## src/design/assert_macros.svh

```systemverilog
// Assertion macros used by the zone tracker top level.
// Depends on a clock and reset named clock and reset in the using scope.
`ifndef ASSERT_MACROS_SVH
`define ASSERT_MACROS_SVH

// Condition must hold at every clock edge outside reset
`define SVZT_ASSERT(label, cond, msg) \
   label: assert property (@(posedge clock) disable iff (reset) (cond)) else $error(msg);

// Antecedent implies consequent in the same cycle
`define SVZT_ASSERT_IMPL(label, ante, cons, msg) \
   label: assert property (@(posedge clock) disable iff (reset) (ante) |-> (cons)) \
      else $error(msg);

`endif

```

## src/design/svzt_pkg.sv

```systemverilog
// Shared types and constants for the speeding vehicle zone tracker.
// Used by the controller, datapath and top level; no dependencies.
`timescale 1ns / 1ps
`default_nettype none
package svzt_pkg;

   localparam int MAX_VEHICLES = 64;
   localparam int IDX_W        = $clog2(MAX_VEHICLES);

   localparam int ID_W    = 32;
   localparam int ZONE_W  = 4;
   localparam int SPEED_W = 12;
   localparam int TIME_W  = 48;
   localparam int MSG_W   = 2;

   localparam int REQ_W  = 96;
   localparam int RSP_W  = 8;
   localparam int CSR_AW = 2;
   localparam int CSR_DW = 32;

   localparam logic [CSR_AW-1:0] REG_SPEED_LIMIT = 2'd0;
   localparam logic [CSR_AW-1:0] REG_SNAP        = 2'd1;
   localparam logic [CSR_AW-1:0] REG_TIMEOUT     = 2'd2;

   localparam logic [7:0]  SPEED_LIMIT_RESET = 8'd25;
   localparam logic [31:0] SNAP_RESET        = 32'd1000;
   localparam logic [31:0] TIMEOUT_RESET     = 32'd5000;

   localparam logic [MSG_W-1:0]  WARN_MESSAGE   = 2'd3;
   localparam logic [MSG_W-1:0]  BLANK_MESSAGE  = 2'd0;
   localparam logic [ZONE_W-1:0] WARN_ZONE_LOW  = 4'd1;
   localparam logic [ZONE_W-1:0] WARN_ZONE_HIGH = 4'd3;

   typedef struct packed {
      logic [TIME_W-1:0]  stamp;
      logic [SPEED_W-1:0] speed;
      logic [ZONE_W-1:0]  zone;
      logic [ID_W-1:0]    id;
   } entry_type;

   localparam int ENTRY_W = $bits(entry_type);

   typedef enum logic [2:0] {
      ST_IDLE,
      ST_LOOKUP,
      ST_COMMIT,
      ST_SWEEP,
      ST_DONE
   } state_type;

   typedef struct packed {
      logic load;
      logic lookup;
      logic commit;
      logic sweep;
      logic emit;
   } cmd_type;

   typedef struct packed {
      logic scan_done;
      logic out_busy;
   } sts_type;

endpackage
`default_nettype wire

```

## src/design/svzt_ctrl.sv

```systemverilog
// Sequencing controller for the zone tracker: lookup, commit, sweep, emit.
// Depends on svzt_pkg.
`timescale 1ns / 1ps
`default_nettype none
module svzt_ctrl (
   input  wire logic              clock,
   input  wire logic              reset,
   input  wire logic              req_tvalid,
   output logic                   req_tready,
   input  wire svzt_pkg::sts_type sts,
   output svzt_pkg::cmd_type      cmd
);
   import svzt_pkg::*;

   state_type state_ff, state_in;

   // Next state
   always_comb begin
      state_in = state_ff;
      unique case (state_ff)
         ST_IDLE:   if (req_tvalid) state_in = ST_LOOKUP;
         ST_LOOKUP: if (sts.scan_done) state_in = ST_COMMIT;
         ST_COMMIT: state_in = ST_SWEEP;
         ST_SWEEP:  if (sts.scan_done) state_in = ST_DONE;
         ST_DONE:   if (!sts.out_busy) state_in = ST_IDLE;
         default:   state_in = ST_IDLE;
      endcase
   end

   // Outputs
   always_comb begin
      cmd        = '0;
      req_tready = 1'b0;
      unique case (state_ff)
         ST_IDLE: begin
            req_tready = 1'b1;
            cmd.load   = req_tvalid;
         end
         ST_LOOKUP: cmd.lookup = 1'b1;
         ST_COMMIT: cmd.commit = 1'b1;
         ST_SWEEP:  cmd.sweep  = 1'b1;
         ST_DONE:   cmd.emit   = !sts.out_busy;
         default:   cmd        = '0;
      endcase
   end

   always_ff @(posedge clock) begin
      if (reset) begin
         state_ff <= ST_IDLE;
      end else begin
         state_ff <= state_in;
      end
   end

endmodule
`default_nettype wire

```

## config.mk

```make
export PLATFORM = sky130hd
export DESIGN_NAME = svzt_ctrl
export DESIGN_NICKNAME = d
export VERILOG_FILES = /design/src/design/assert_macros.svh /design/src/design/svzt_pkg.sv /design/src/design/svzt_ctrl.sv
export SDC_FILE = /design/constraint.sdc
export NUM_CORES = 1
export LEC_CHECK = 0
export BUFFER_PORTS_ARGS = -buffer_cell sky130_fd_sc_hd__clkbuf_2
export CAP_MARGIN = 0
export CORE_AREA = 2 2 39 41
export CTS_CLUSTER_DIAMETER = 30
export DETAILED_ROUTE_END_ITERATION = 7
export DIE_AREA = 0 0 41 43
export PLACE_DENSITY = 0.34
export REMOVE_ABC_BUFFERS = 1
export SKIP_CTS_REPAIR_TIMING = 1
export SYNTH_ARGS = -nofsm -noshare
export SYNTH_HDL_FRONTEND = slang
export SYNTH_SLANG_ARGS = --single-unit
export TNS_END_PERCENT = 1
```

## constraint.sdc

```tcl
create_clock -name clock -period 0.9 [get_ports clock]
set_clock_uncertainty 0.1 [all_clocks]
set_input_delay 0.045 -clock clock [delete_from_list [all_inputs] [get_ports clock]]
set_output_delay 0.045 -clock clock [all_outputs]
set_load 0.05 [all_outputs]
```

Yosys cells after proc, flatten, opt, wreduce, memory -nomap -nowiden
Index checks and enable logic that the tools add are counted.
- output and inout bits: 6
- flip-flop bits (word level): 3
- word-level logic and storage cells: 23
- reduce and logical (&&, ||, !) cells: 3
- multiplexer cells: 11
- eq/ne operators: 8
- operators by type and width (kind ; count):
    $pmux W3 S5 ; 1
    $mux W3 ; 4
    $ne A2 B2 Y1 const B ; 4
    $eq A3 B2 Y1 const B ; 2
    $mux W1 ; 6
    $reduce_and A4 Y1 ; 1
    $eq A3 B1 Y1 const B ; 1
    $eq A3 B3 Y1 const B ; 1
    $logic_not A3 Y1 ; 1
    $logic_not A1 Y1 ; 1

Longest topological paths before layout
- depth in word-level cells: 3
- mapped depth: 3

Worst setup path after synthesis
No wires, ideal clock.
- path type: reg-to-output
- start: reg state_ff[0]
- end: out cmd[0] (netlist name)
- setup slack: -1.372 ns
- path buffers: 1
- stages on the path, launching flop included: 3
- arrival: 2.127 ns
- cell sequence: dfxtp_1 > buf_2 > nor4b_1
- RTL lines (what ; line ; source):
    start, declared ; svzt_ctrl.sv:15 ; state_type state_ff, state_in;
    start signal, assigned ; svzt_ctrl.sv:51 ; state_ff <= state_in;
    end, declared ; svzt_ctrl.sv:11 ; output svzt_pkg::cmd_type cmd

==> flow_summary.ini <==
[placed_design]
gp_congestion = 0.612
place_area_um2 = 267
pre_cts_ws_ns = -0.259
place_hpwl_um = 331
dp.cells = 46
numPortBuffers = 10

[pwr]
swShare = 0.339
power_density_nw_per_um2 = 1600
clkPwrFrac = 0.399
power.switching_mw = 0.200
cellInternalPower_mw = 0.390
p_leak_nw = 0.148
power.ir.vdd_worst_mv = 0.718
p_total_mw = 0.590
p_seq_frac = 0.270
p_comb_frac = 0.332

[floorplanning]
die-width_um = 41
num_io_pins = 11
die_area_um2 = 1760
die_h_um = 43
row_count = 14
core_um2 = 1380
initial_core_util = 0.140

[setup_path]
critical_path_arrival_ns = 1.08
critical_path_class = flip-flop to output port
critPathMaxFanout = 7
worst_ep_required_time_ns = 0.75
critPathCaptureType = output port
worst_setup_path_start_kind = flip-flop

[layout]
design_area_um2 = 368
fin_nets = 41
largest_register = state_ff
top_regs = state_ff: 3 flops
fillers = 160
antennaDiodeCount = 0
drive_gt1_frac = 0.771
post_layout_nonfiller_instances = 51
final_cell_mix = clkbuf_2, buf_4, clkbuf_4, dfxtp_4, buf_6
final_util = 0.266
seq_area_um2 = 71.3
largest_reg_flops = 3
multi_input_area_um2 = 148
areaGrowthSynthToFinish_pct = 89.7

[route]
routed_wl_um = 529
drt_iter0_drc = 3
drt-vias-per-instance = 4.29
drt_first_pass_iters = 2
via_count = 219
drcViolationCount = 0
ant_nets = 0
wl_per_cell_um = 10.4

[outcome]
status = complete, but fails checks
violations = negative hold slack, negative setup slack

[hold_path]
hold_class = input port to flip-flop

[timing]
worst_slew_pin_slew_ns = 0.229
timing.hold.ws_ns = -0.0612
tns_ns = -1.94
slew_viol_final = 0
fin_crit_ns = 1.22
setup_violations = 9
maxSlewHeadroom = 0.846
min_period_over_period = 1.36
grt_setup_unrepaired = true
fmax_mhz = 819
hold_viol = 2
setup_ws_ns = -0.321

[synthesis]
synth.most_common_cell = dfxtp_1
netlist_instances = 20
synthTopCellsByArea = dfxtp_1, nor3b_1, a211oi_2, nand4bb_1, a21bo_2
avgSynthCellArea_um2 = 9.70
synth_edf_count = 0
ys_ff_latch = 3
synth_area_um2 = 194
async_flop_share = 0
ys.flop_type = dfxtp_1
yosysWarnings = 0
synth_top_cell_area_share = 0.310
yosys-top-cells-count = dfxtp_1, a21oi_1, nor3b_1
synth_seq_area_share = 0.310
synth.lib_cells_used.distinct = 16
synth_top_area_cell = dfxtp_1

[clocking]
cts_max_level = 1
clkLatencyLatePin_ns = 0.23
cts_tree = built
clockBufferDepth = 2
clock_sinks = 3
clockRootBuffer = clkbuf_4
path_clk_slew_ns = 0.04
numCtsBuffers = 3

[grt]
grt_pass1_vias = 187
grt_max_degree = 9
grt_pass1_wl_um = 765
grt_use_total = 0.0714
antenna_found_initial = 0
grt_overflow = 0

[job]
drv_cap = 0
-- logic make-up (layout without fill, tap and decap cells) --
| logic type | after synthesis | count (layout) | synth area share |
|---|---|---|---|
| AOI/OAI and AO/OA | 4 | 4 | 0.168 |
| buffers and inverters | 2 | 17 | 0.0645 |
| DFF | 3 | 3 | 0.310 |
| and+or+nand+nor | 11 | 11 | 0.458 |
-- critical path, cell delays in order, from the launching register on --
cell     delay [ns]
dfxtp_4        0.36
nor3_4         0.18
and2_4         0.16
buf_8          0.13
-- power by group through the flow --
| stage | clock network (mW) | logic, mW | registers [mW] |
|---|---|---|---|
| finish | 0.235 | 0.196 | 0.159 |
| global route | 0.262 | 0.206 | 0.162 |
| CTS | 0.250 | 0.159 | 0.156 |
| detailed placement | 0 | 0.158 | 0.158 |
| global placement | 0 | 0.160 | 0.159 |
| floorplan | 0 | 0.109 | 0.160 |
-- layout make-up --
class,count,area share
Timing Repair Buffer,13,0.279
Sequential cell,3,0.194
Tap cell,16,0.0544
Clock buffer,4,0.0714
Multi-Input combinational cell,15,0.401
-- path summary, 6_finish.rpt --
| path | from | to | slack [ns] | cells past startpoint |
|---|---|---|---|---|
| worst min-delay path | sts[1] | state_ff[0]$_SDFFE_PP0P_ | -0.06 | 2 |
| worst max-delay path | state_ff[1]$_SDFFE_PP0P_ | cmd[4] | -0.32 | 3 |
| worst max register to register | state_ff[0]$_SDFFE_PP0P_ | state_ff[2]$_SDFFE_PP0P_ | -0.12 | 3 |
| worst min register to register | state_ff[2]$_SDFFE_PP0P_ | state_ff[2]$_SDFFE_PP0P_ | 0.48 | 2 |
-- metal layers --
metal / GRT usage / vias up / routed length [um]
met1: 0.0742 / 106 / 217
li1: - / 105 / -
met3: 0.0785 / 2 / 39
met4: 0.0400 / 0 / 8
met5: 0 / - / 0
met2: 0.0844 / 6 / 264
Note: power is estimated with default switching activity, not from simulation.
